## src/median_filter_3x3_macros.svh

```systemverilog
// assertion macros shared by the median filter modules
// no dependencies; included by the files that carry assertions
`ifndef MEDIAN_FILTER_3X3_MACROS_SVH
`define MEDIAN_FILTER_3X3_MACROS_SVH

// same-cycle implication, disabled while in reset
`define MF3_ASSERT_IMP(label, clk, rst, ante, cons, msg) \
   label: assert property (@(posedge clk) disable iff (rst) (ante) |-> (cons)) \
      else $error(msg);

// next-cycle implication, disabled while in reset
`define MF3_ASSERT_NXT(label, clk, rst, ante, cons, msg) \
   label: assert property (@(posedge clk) disable iff (rst) (ante) |=> (cons)) \
      else $error(msg);

`endif

```

## src/mf3_pkg.sv

```systemverilog
// shared types and constants of the 3x3 median filter
// no dependencies; imported by every module of the block
package mf3_pkg;

   // default sizing of the line stores and frame counters
   localparam int MAX_WIDTH_DEF  = 1024;
   localparam int MAX_HEIGHT_DEF = 4096;

   // field widths
   localparam int PIXEL_W      = 8;
   localparam int COL_OUT_W    = 10;
   localparam int ROW_OUT_W    = 12;
   localparam int IMG_WIDTH_W  = 11;
   localparam int IMG_HEIGHT_W = 13;
   localparam int CSR_DATA_W   = 13;

   // register defaults and lower limit of both dimensions
   localparam int IMG_WIDTH_RESET  = 512;
   localparam int IMG_HEIGHT_RESET = 512;
   localparam int MIN_DIM          = 3;

   // register indexes
   typedef enum logic [0:0] {
      CSR_IMAGE_WIDTH  = 1'b0,
      CSR_IMAGE_HEIGHT = 1'b1
   } csr_index_type;

   // position and flags that travel with a pixel down the pipeline
   typedef struct packed {
      logic                 emit;
      logic                 last;
      logic [COL_OUT_W-1:0] center_col;
      logic [ROW_OUT_W-1:0] center_row;
   } pos_meta_type;

   // line store control for one accepted pixel
   typedef struct packed {
      logic         row_ge1;
      logic         row_ge2;
      pos_meta_type meta;
   } lb_ctl_type;

   // one window column, top row first
   typedef struct packed {
      logic [PIXEL_W-1:0] top;
      logic [PIXEL_W-1:0] mid;
      logic [PIXEL_W-1:0] bot;
   } column_type;

endpackage

```

## src/mf3_median.sv

```systemverilog
// sliding window of sorted columns and pipelined median of nine
// depends on mf3_pkg and median_filter_3x3_macros.svh
`include "median_filter_3x3_macros.svh"

module mf3_median (
   input  logic                         clock,
   input  logic                         reset,
   input  logic                         in_valid,
   output logic                         in_ready,
   input  mf3_pkg::column_type          in_column,
   input  mf3_pkg::pos_meta_type        in_meta,
   output logic                         out_valid,
   input  logic                         out_ready,
   output logic [mf3_pkg::PIXEL_W-1:0]  out_median,
   output mf3_pkg::pos_meta_type        out_meta
);
   import mf3_pkg::*;

   function automatic logic [PIXEL_W-1:0] min3(input logic [PIXEL_W-1:0] a,
                                               input logic [PIXEL_W-1:0] b,
                                               input logic [PIXEL_W-1:0] c);
      logic [PIXEL_W-1:0] m;
      m = (a < b) ? a : b;
      return (m < c) ? m : c;
   endfunction

   function automatic logic [PIXEL_W-1:0] max3(input logic [PIXEL_W-1:0] a,
                                               input logic [PIXEL_W-1:0] b,
                                               input logic [PIXEL_W-1:0] c);
      logic [PIXEL_W-1:0] m;
      m = (a > b) ? a : b;
      return (m > c) ? m : c;
   endfunction

   function automatic logic [PIXEL_W-1:0] med3(input logic [PIXEL_W-1:0] a,
                                               input logic [PIXEL_W-1:0] b,
                                               input logic [PIXEL_W-1:0] c);
      logic [PIXEL_W-1:0] lo;
      logic [PIXEL_W-1:0] hi;
      lo = (a < b) ? a : b;
      hi = (a < b) ? b : a;
      if (c <= lo) begin
         return lo;
      end else if (c >= hi) begin
         return hi;
      end
      return c;
   endfunction

   // window of sorted columns, index 2 newest
   logic [PIXEL_W-1:0] win_lo_ff [3];
   logic [PIXEL_W-1:0] win_md_ff [3];
   logic [PIXEL_W-1:0] win_hi_ff [3];
   logic               s3_valid_ff;
   pos_meta_type       s3_meta_ff;

   logic               s4_valid_ff;
   logic [PIXEL_W-1:0] cand_lo_ff;
   logic [PIXEL_W-1:0] cand_md_ff;
   logic [PIXEL_W-1:0] cand_hi_ff;
   pos_meta_type       s4_meta_ff;

   logic               out_valid_ff;
   logic [PIXEL_W-1:0] out_median_ff;
   pos_meta_type       out_meta_ff;

   logic               out_free;
   logic               s4_free;
   logic               s3_free;
   logic               load_win;
   logic               load_s4;

   // flow control; pixels with no result are dropped after the window
   assign out_free = !out_valid_ff || out_ready;
   assign s4_free  = !s4_valid_ff || out_free;
   assign s3_free  = !s3_valid_ff || !s3_meta_ff.emit || s4_free;
   assign in_ready = s3_free;
   assign load_win = in_valid && s3_free;
   assign load_s4  = s4_free && s3_valid_ff && s3_meta_ff.emit;

   // stage 3: sort the new column and shift it into the window
   always_ff @(posedge clock) begin
      if (reset) begin
         s3_valid_ff <= 1'b0;
      end else if (s3_free) begin
         s3_valid_ff <= in_valid;
      end
   end

   always_ff @(posedge clock) begin
      if (load_win) begin
         win_lo_ff[0] <= win_lo_ff[1];
         win_lo_ff[1] <= win_lo_ff[2];
         win_lo_ff[2] <= min3(in_column.top, in_column.mid, in_column.bot);
         win_md_ff[0] <= win_md_ff[1];
         win_md_ff[1] <= win_md_ff[2];
         win_md_ff[2] <= med3(in_column.top, in_column.mid, in_column.bot);
         win_hi_ff[0] <= win_hi_ff[1];
         win_hi_ff[1] <= win_hi_ff[2];
         win_hi_ff[2] <= max3(in_column.top, in_column.mid, in_column.bot);
         s3_meta_ff   <= in_meta;
      end
   end

   // stage 4: largest low, middle median, smallest high
   always_ff @(posedge clock) begin
      if (reset) begin
         s4_valid_ff <= 1'b0;
      end else if (s4_free) begin
         s4_valid_ff <= s3_valid_ff && s3_meta_ff.emit;
      end
   end

   always_ff @(posedge clock) begin
      if (load_s4) begin
         cand_lo_ff <= max3(win_lo_ff[0], win_lo_ff[1], win_lo_ff[2]);
         cand_md_ff <= med3(win_md_ff[0], win_md_ff[1], win_md_ff[2]);
         cand_hi_ff <= min3(win_hi_ff[0], win_hi_ff[1], win_hi_ff[2]);
         s4_meta_ff <= s3_meta_ff;
      end
   end

   // output register: median of the three candidates
   always_ff @(posedge clock) begin
      if (reset) begin
         out_valid_ff <= 1'b0;
      end else if (out_free) begin
         out_valid_ff <= s4_valid_ff;
      end
   end

   always_ff @(posedge clock) begin
      if (out_free && s4_valid_ff) begin
         out_median_ff <= med3(cand_lo_ff, cand_md_ff, cand_hi_ff);
         out_meta_ff   <= s4_meta_ff;
      end
   end

   assign out_valid  = out_valid_ff;
   assign out_median = out_median_ff;
   assign out_meta   = out_meta_ff;

   // only pixels with a full interior window reach the last two stages
   `MF3_ASSERT_IMP(a_s4_emit, clock, reset, s4_valid_ff, s4_meta_ff.emit, "stage 4 holds a pixel without a result")
   `MF3_ASSERT_IMP(a_out_emit, clock, reset, out_valid_ff, out_meta_ff.emit, "result beat for a border pixel")

endmodule

```

## config.mk

```make
export PLATFORM = sky130hd
export DESIGN_NAME = mf3_median
export DESIGN_NICKNAME = d
export VERILOG_FILES = /design/src/mf3_pkg.sv /design/src/mf3_median.sv
export VERILOG_INCLUDE_DIRS = /design/src /design/src/src
export SDC_FILE = /design/constraint.sdc
export NUM_CORES = 1
export LEC_CHECK = 0
export BUFFER_PORTS_ARGS = -buffer_cell sky130_fd_sc_hd__buf_2
export CAP_MARGIN = 30
export CORE_ASPECT_RATIO = 1.5
export CORE_MARGIN = 3
export CORE_UTILIZATION = 48
export CTS_BUF_LIST = sky130_fd_sc_hd__clkbuf_4
export DETAILED_ROUTE_END_ITERATION = 6
export HOLD_SLACK_MARGIN = 0.08
export PLACE_DENSITY = 0.67
export SYNTH_ARGS = -nofsm -noshare
export SYNTH_HDL_FRONTEND = slang
export SYNTH_SLANG_ARGS = --single-unit
```

## constraint.sdc

```tcl
create_clock -name clock -period 6.14 [get_ports clock]
set_clock_uncertainty 0.1 [all_clocks]
set_input_delay 0.307 -clock clock [delete_from_list [all_inputs] [get_ports clock]]
set_output_delay 0.307 -clock clock [all_outputs]
set_load 0.03 [all_outputs]
```

==> qor.yml, run 1 <==
p_per_area_mw_per_mm2: 304
yosysSeqAreaShare_pct: 55.4
final_util_pct: 56.9
die_area_mm2: 0.0219
dr.pass1.iters: 4
vias_per_cell: 5.29
numClockSinks: 179
dp_hpwl_um: 15100
postSynth.asyncResetShare_pct: 0
critPathLaunchType: "input pin"
rows: 62
tns_ns: 0
drt_wl_total_um: 19500
grt_pass1_wl_um: 31500
fin_nets: 1056
route.met2.wl_um: 10100
finalCritPeriodShare_pct: 69.7
synthFlopType: "edfxtp_1"
worstPathMaxFanout: 15
hold_class: "input pin to register"
grt_antenna_before_repair: 1
wl_met1_um: 7770
area_growth_pct: 15.0
path_class: "input pin to register"
path_clk_slew_ns: 0.14
drt_iter0_markers: 291
setup_viol: 0
vias: 6170
clock_latency_ns: 0.58
synth-seq-cells: 179
htree_levels: 4
synth.distinct_cells: 55
ios: 86
detail-route-antenna-nets: 0
synth_area_per_cell_um2: 12.7
cts_buffers: 17
clock.fmax_mhz: 234
peakVddDrop_uv: 135
rsz0062_at_grt: "no"
routabilityCongestion: 0.902
clk_path_buf_depth: 2
route.met3.wl_um: 663
synth_edf_count: 176
first_global_vias: 6334
placedCellCount: 1092
relSlewSlack_pct: 26.0
synthesis.area_mm2: 0.00964
drv_slew: 0
stdcell_count: 1166
min_period_ns: 4.28
clock_tree.root_cell: "clkbuf_4"
grt_max_degree: 67
drive_gt1_share_pct: 22.4
status: "finished, final reports clean"
cp.arrival_ns: 4.52
start_util_pct: 49.5
tightest_slew_ns: 1.11
highest_layer: "met4"
setup_ws_ns: 1.86
syn_nets: 920
drv_cap: 0
synth_warnings: 0
drc: 0
syn_inst: 760
place_ws_ns: 1.79
cp_data_required_time_ns: 6.38
die_y_um: 180
leakagePower_nw: 4.66
grtUsageTotal_pct: 18.6
total_power_mw: 3.38
core_mm2: 0.0195
finalHoldViolCount: 0
numPortBuffers: 85
cp-end-kind: "register"
globalRouteOverflowTotal: 0
cts_tree: "yes"
routedWlPerCell_um: 16.8
die_w_um: 122
==> repair_timing <==
| action | 4_1_cts | 5_1_grt |
|---|---|---|
| setup buffers | 0 | 0 |
| gates resized for setup | 0 | 0 |
| hold endpoints to repair | 45 | 0 |
| hold buffers | 41 | 0 |
==> critical path, cell delays in order <==
cell and delay (ns):
dlygate4sd3_1 0.53, buf_2 0.15, inv_1 0.07, ha_1 0.27
nand2_1 0.04, nor2_1 0.12, o21ai_0 0.15, a22oi_1 0.91
o21ai_0 0.39, ha_1 0.40, nor2b_1 0.12, o21ai_0 0.07
nand2b_1 0.07, a21oi_1 0.07, o21ai_1 0.12, o21a_1 0.36
mux2_2 0.38
==> where the power goes <==
group / switching [mW] / leakage (nW) / total [mW] / internal (mW)
Clock: 0.440 / 0.162 / 0.667 / 0.228
Combinational: 0.616 / 2.81 / 1.11 / 0.496
Sequential: 0.0780 / 1.69 / 1.60 / 1.52
==> per-layer routing <==
layer	track usage [%]	vias up
li1	-	3103
met1	20.6	2859
met2	32.9	156
met3	3.55	52
met4	10.5	0
met5	0	-
==> flip-flops by register name, indices dropped and copies added, names as in the netlist <==
name         flops
s3_meta_ff      24
out_meta        24
s4_meta_ff      24
out_valid        1
win_lo_ff       24
cand_md_ff       8
win_hi_ff       24
win_md_ff       24
cand_lo_ff       8
out_median       8
s3_valid_ff      1
s4_valid_ff      1
cand_hi_ff       8
==> placed cells by master (no fill, tap or decap), types with 11 or more instances in the layout <==
cell           Yosys  final
buf_2              7     85
inv_1             78     78
mux2_2            38     38
ha_1             108    108
nor2_1            56     56
o21ai_0           35     35
nand2_1           36     36
a21o_1            15     15
a21oi_1           63     62
edfxtp_1         176    176
clkbuf_4           0     18
dlygate4sd3_1      0     41
nand3_1           11     11
mux2i_1           33     33
==> per-stage QoR <==
stage | hold WS, ns | cell area (um^2)
floorplan | 0.276 | 9640
global placement | 0.301 | 10400
detailed placement | 0.305 | 10400
CTS | 0.0819 | 11100
global route | 0.117 | 11100
finish | 0.146 | 11100
==> worst paths after layout <==
check | start | endpoint | slack, ns | depth (start not counted)
setup / recovery | in_column[12] | win_hi_ff[0][20] | 1.86 | 17
hold / removal | in_column[19] | win_lo_ff[0][19] | 0.15 | 3
setup reg to reg | cand_lo_ff[5] | out_median[0] | 1.87 | 12
hold reg to reg | s3_meta_ff[10] | s4_meta_ff[10] | 0.32 | 0
==> cells in the mapped netlist, types with 3 or more instances <==
library cell  number  area share, %
nor2_1            56            2.2
nand2_1           36            1.4
o21ai_1            4           0.21
nor2b_1            8           0.52
a21oi_2            5           0.45
clkbuf_1           3           0.12
o221a_2            8           0.93
a21oi_1           63            3.3
edfxtp_1         176             55
o21ai_0           35            1.8
ha_1             108             14
mux2_2            38            4.4
o22ai_1            3           0.19
nand2b_1           8           0.52
inv_1             78            3.0
nand3_1           11           0.57
nor3_1             3           0.16
nand4_1            6           0.39
or2_2              8           0.52
dfxtp_1            3           0.62
buf_2              7           0.36
a21o_1            15            1.2
a221oi_2           8            1.2
mux2i_1           33            3.4
==> area by class of cell <==
cell class | instances | area, um^2
fillers | 1585 | 8390
flip-flops and latches | 179 | 5350
multi-input cells | 489 | 3960
repair buffers | 131 | 873
well taps | 256 | 320
inverters | 78 | 293
clock inverters | 14 | 159
clock buffers | 18 | 135
diodes | 1 | 2.50
==> cell families (layout without fill, tap and decap cells) <==
logic type	count (synthesis)	count (layout)	share of synthesized area, %
DFF	179	179	55.4
AOI/OAI and AO/OA	163	163	11.6
and+or+nand+nor	144	144	6.84
adders and majority gates	108	108	14.0
buffers and inverters	92	241	3.76
muxes	74	74	8.32
other	0	1	0
Power figures use the tool's default switching activity.
==> run 2: changes to the inputs <==
Clock period 6.14 ns to 4.15 ns, I/O delays scaled along.
==> run 2 against run 1 <==
  * First-iteration DRC count grew 8.9%
  * Global-route usage shrank 0.34 points
  * Cell area grew 1.8%
  * Via count grew 1.5%
  * Clock-buffer cell count is the same
==> qor.yml, run 2 (same netlist as run 1, synthesis figures left out) <==
grt_max_degree: 65  # -3.0%
finalHoldViolCount: 0  # unchanged
peakVddDrop_uv: 175  # +30%
first_global_vias: 6332  # -0.032%
final_util_pct: 57.9  # +1.0 points
clk_path_buf_depth: 2  # unchanged
reg2reg_slack_ns: 0.13  # -1.74 ns
whs_ns: 0.136  # -0.00992 ns
stdcell_count: 1185  # +1.6%
hp-start: "in_valid"
dr.pass1.iters: 6  # +2
path_clk_slew_ns: 0.16  # +0.02 ns
setup_ws_ns: 0.133  # -1.73 ns
htree_levels: 4  # unchanged
tightest_slew_ns: 0.784  # -0.326 ns
setup_viol: 0  # unchanged
hold_class: "input pin to register"
vias: 6262  # +1.5%
cts_buffers: 17  # unchanged
relSlewSlack_pct: 47.6  # +22 points
fin_nets: 1074  # +1.7%
grtUsageTotal_pct: 18.3  # -0.34 points
dp_hpwl_um: 15100  # -0.35%
ff2ff_path_depth: 14  # +2
crit_slowest_cell: "edfxtp_1"
grt_pass1_wl_um: 31300  # -0.57%
rows: 62  # unchanged
path_cells: "ha_1 -> a2111oi_4 -> nand2b_1 -> o21ai_4 -> buf_4 -> a21oi_1 -> ha_1 -> nand3_1 -> o21bai_1 -> a31o_2 -> a21oi_2 -> and2b_1 -> o21ai_4 -> o221a_2"
tns_ns: 0  # unchanged
numPortBuffers: 85  # unchanged
final_common_cell: "edfxtp_1"
cpPeakStageDelay_ns: 0.48  # -0.43 ns
reg2reg_to: "out_median[3]"
critPathLaunchType: "register"
clock_tree.root_cell: "clkbuf_4"
finalCritPeriodShare_pct: 96.8
worstPathMaxFanout: 8  # -7
cp.arrival_ns: 4.24  # -0.28 ns
leakagePower_nw: 4.76  # +2.1%
die_w_um: 122  # unchanged
grt_antenna_before_repair: 1  # unchanged
cts_tree: "yes"
cp_data_required_time_ns: 4.37  # -2.01 ns
vias_per_cell: 5.28  # -0.14%
globalRouteOverflowTotal: 0  # unchanged
drc: 0  # unchanged
drv_slew: 0  # unchanged
place_ws_ns: 0.0571  # -1.73 ns
die_y_um: 180  # unchanged
area_growth_pct: 17.0
clock_latency_ns: 0.56  # -0.02 ns
drive_gt1_share_pct: 24.5  # +2.0 points
core_mm2: 0.0195  # unchanged
routabilityCongestion: 0.906  # +0.48%
ios: 86  # unchanged
min_period_ns: 4.02
final_cell_mix: "edfxtp_1, ha_1, buf_2"
start_util_pct: 49.5  # unchanged
clock.fmax_mhz: 249
placedCellCount: 1108  # +1.5%
cp-end-kind: "register"
p_per_area_mw_per_mm2: 446  # +47%
die_area_mm2: 0.0219  # unchanged
rr_startpoint: "cand_lo_ff[5]"
detail-route-antenna-nets: 0  # unchanged
min_delay_worst_endpoint: "s3_meta_ff[22]"
drt_iter0_markers: 317  # +8.9%
holdPathStages: 2  # -1
routedWlPerCell_um: 16.7  # -0.40%
numClockSinks: 179  # unchanged
path_class: "register to register"
drv_cap: 0  # unchanged
drt_wl_total_um: 19800  # +1.2%
status: "finished, final reports clean"
==> run 2: cell count changes in the layout (fill, tap and decap cells not counted), moves of 2 or more <==
cell,before,now
buf_12,0,4
buf_4,5,22
clkinv_4,2,4
dlygate4sd3_1,41,37
inv_6,7,2
inv_8,3,5
==> run 2: stage by stage <==
stage	total power [mW]	area, um^2
after detailed placement	4.06	10500
final	5.04	11300
after global placement	4.03	10500
after CTS	5.02	11200
after global routing	5.38	11300
after floorplan	3.61	9640
==> run 2: how the worst max path moves through the flow <==
| stage | to | startpoint | cells past startpoint | slack, ns |
|---|---|---|---|---|
| 3_3_place_gp | cand_md_ff[5] | win_md_ff[0][13] | 14 | 0.14 |
| 4_1_cts | cand_md_ff[5] | win_md_ff[0][13] | 14 | 0.04 |
| 2_1_floorplan | s3_meta_ff[0] | out_valid | 3 | 0.39 |
| 3_5_place_dp | cand_md_ff[5] | win_md_ff[0][13] | 14 | 0.06 |
| 5_1_grt | out_median[3] | cand_lo_ff[5] | 13 | -0.02 |
| 6_report | out_median[3] | cand_lo_ff[5] | 14 | 0.13 |
==> run 2: repair_timing <==
action / 4_1_cts / 5_1_grt
setup buffers: 0 / 5
endpoints found under the hold margin: 50 / 0
endpoints found under the setup margin: 0 / 16
resized for setup: 0 / 6
hold buffers: 37 / 0
==> run 2: final cells by class <==
cell class              instances  area, um^2
repair buffers                148        1040
multi-input cells             490        4010
well taps                     256         320
clock buffers                  18         135
inverters                      78         293
fillers                      1576        8190
clock inverters                14         138
flip-flops and latches        179        5350
diodes                          2        5.00
==> run 2: critical path, delay by kind of cell, from the launching register on <==
kind,cells,cell delay (ns)
compound gates,8,1.81
fa+ha+maj,2,0.69
simple gates,3,0.55
buf+inv,1,0.17
flops,1,0.48
==> run 2: routing by layer <==
| metal | vias to the layer above | track usage [%] | share of wire (%) |
|---|---|---|---|
| met5 | - | 0 | 0 |
| met4 | 0 | 9.20 | 4.2 |
| met3 | 49 | 3.11 | 3.2 |
| met2 | 161 | 32.6 | 52 |
| met1 | 2913 | 20.7 | 41 |
| li1 | 3139 | - | - |
==> run 2: power by group <==
group          leakage (nW)  internal (mW)  total [mW]  switching (mW)
Clock                 0.150          0.275       0.925           0.649
Combinational          2.91          0.816        1.75           0.931
Sequential             1.69           2.25        2.37           0.119
==> run 3: changes to the inputs <==
Settings changed: CTS_BUF_LIST sky130_fd_sc_hd__clkbuf_4 to sky130_fd_sc_hd__clkbuf_4 sky130_fd_sc_hd__clkbuf_8 sky130_fd_sc_hd__clkbuf_16.
==> run 3 against run 2 <==
  * Sequential cell count unchanged
  * Sequential power barely moved
  * Critical endpoint unchanged
  * Worst hold slack got worse by 0.029 ns
  * Clock power rose by 66%
  * Non-clock buffer count fell by 8
  * Die area did not move
  * Global-route usage grew 0.46 points
  * Utilization rose by 1.2 points
  * Cell area increased by 2.0%
  * Wire length is 1.7% higher
==> qor.yml, run 3 (same netlist as run 1, synthesis figures left out) <==
leakagePower_nw: 4.86  # +2.1%
clock_tree.root_cell: "clkbuf_16"
status: "finished, final reports clean"
routedWlPerCell_um: 17.1  # +2.6%
finalHoldViolCount: 0  # unchanged
drv_cap: 0  # unchanged
tns_ns: 0  # unchanged
setup_viol: 0  # unchanged
drc: 0  # unchanged
cp-end-kind: "register"
path_clk_slew_ns: 0.07  # -0.09 ns
routabilityCongestion: 0.906  # unchanged
cp_data_required_time_ns: 4.35  # -0.02 ns
drive_gt1_share_pct: 24.7  # +0.21 points
grt_antenna_before_repair: 0  # -1
multi_input_area_mm2: 0.00402  # +0.31%
globalRouteOverflowTotal: 0  # unchanged
first_global_vias: 6291  # -0.65%
vias: 6249  # -0.21%
tightest_slew_ns: 0.801  # +0.0171 ns
fill_cells: 1520  # -3.6%
vias_per_cell: 5.32  # +0.64%
die_area_mm2: 0.0219  # unchanged
die_w_um: 122  # unchanged
hold_class: "input pin to register"
place_ws_ns: 0.0571  # unchanged
internal_power_mw: 3.86  # +16%
comb_power_share_pct: 30.9  # -3.8 points
final_cell_mix: "edfxtp_1, ha_1, buf_2"
finalCritPeriodShare_pct: 95.6  # -1.2 points
cpPeakStageDelay_ns: 0.45  # -0.03 ns
fin_nets: 1066  # -0.74%
core_mm2: 0.0195  # unchanged
seq_area_mm2: 0.00535  # unchanged
antenna_cells: 0  # -2
numPortBuffers: 85  # unchanged
drv_slew: 0  # unchanged
worstPathMaxFanout: 8  # unchanged
path_cells: "ha_1 -> a2111oi_4 -> nand2b_1 -> o21ai_4 -> buf_12 -> mux2_2 -> ha_1 -> nor3b_1 -> o21ai_0 -> a21oi_1 -> and2b_1 -> a21oi_4 -> o221a_2"
switching_power_mw: 1.79  # +5.3%
reg2reg_slack_ns: 0.18  # +0.05 ns
cp_common_cell: "ha_1"
cp_num_buf_inv: 1  # unchanged
seq_power_share_pct: 41.9  # -5.1 points
critPathLaunchType: "register"
numClockSinks: 179  # unchanged
peakVddDrop_uv: 300  # +71%
die_y_um: 180  # unchanged
dr.pass1.iters: 5  # -1
switching_share_pct: 31.7  # -2.1 points
crit_slowest_cell: "edfxtp_1"
dp_hpwl_um: 15100  # unchanged
total_power_mw: 5.65  # +12%
clk_path_buf_depth: 2  # unchanged
path_class: "register to register"
area_growth_pct: 19.3
min_period_ns: 3.97  # -0.0479 ns
final_common_cell: "edfxtp_1"
start_util_pct: 49.5  # unchanged
rows: 62  # unchanged
whs_ns: 0.108  # -0.0287 ns
cts_buffers: 17  # unchanged
p_per_area_mw_per_mm2: 491  # +10%
detail-route-antenna-nets: 0  # unchanged
drt_wl_total_um: 20100  # +1.7%
drt_iter0_markers: 328  # +3.5%
cp.arrival_ns: 4.17  # -0.07 ns
grt_max_degree: 65  # unchanged
grtUsageTotal_pct: 18.7  # +0.46 points
grt_pass1_wl_um: 31700  # +1.3%
relSlewSlack_pct: 46.5  # -1.1 points
clock.fmax_mhz: 252  # +1.2%
ios: 86  # unchanged
cts_tree: "yes"
cp_top_family: "compound AO/OA/AOI/OAI gates"
htree_levels: 4  # unchanged
clock_latency_ns: 0.43  # -0.13 ns
clockPowerShare_pct: 27.2  # +8.8 points
setup_ws_ns: 0.181  # +0.0479 ns
## run 3: through the flow
stage	util, %	cell area [um^2]	std cells
after CTS	58.5	11400	1169
after floorplan	-	9640	760
after detailed placement	54.1	10500	1108
after global routing	59.1	11500	1175
after global placement	54.1	10500	1108
final	59.1	11500	1175
## run 3: worst register-to-register path, stage by stage (launching register included)
cell	delay [ns]
edfxtp_1	0.45
ha_1	0.37
a2111oi_4	0.37
nand2b_1	0.14
o21ai_4	0.28
buf_12	0.15
mux2_2	0.32
ha_1	0.27
nor3b_1	0.20
o21ai_0	0.13
a21oi_1	0.26
and2b_1	0.29
a21oi_4	0.27
o221a_2	0.23
## run 3: layer usage
layer | vias up | track usage (%) | routed length [um]
met2 | 162 | 33.3 | 10500
met3 | 40 | 3.81 | 722
met4 | 0 | 8.52 | 741
met5 | - | 0 | 0
met1 | 2922 | 21.3 | 8130
li1 | 3125 | - | -
## run 3: cell type report
type	instances	area share [%]
clock buffer	18	3.76
clock inverter	14	1.20
inverter	78	2.54
multi-input combinational	490	34.9
sequential	179	46.4
tap	256	2.78
timing repair buffer	140	8.35
## run 3: path summary, 6_finish.rpt
kind,end,start,cells past startpoint
worst max-delay path,out_median[3],cand_lo_ff[5],13
worst min-delay path,win_hi_ff[0][21],in_column[5],2
worst max register to register,out_median[3],cand_lo_ff[5],13
worst min register to register,s4_meta_ff[6],s3_meta_ff[6],0
## run 3: power groups by stage
stage          clock network, mW  logic [mW]  registers (mW)
6_report                    1.54        1.75            2.37
3_3_place_gp                   0        1.63            2.40
2_1_floorplan                  0        1.23            2.38
3_5_place_dp                   0        1.66            2.41
4_1_cts                     1.57        1.69            2.37
5_1_grt                     1.66        1.95            2.39
## run 3: repair_timing
item                       4_1_cts  5_1_grt
resized for setup                0        7
setup buffers                    0        5
setup endpoints to repair        0       16
hold buffers                    29        0
hold endpoints to repair        29        0
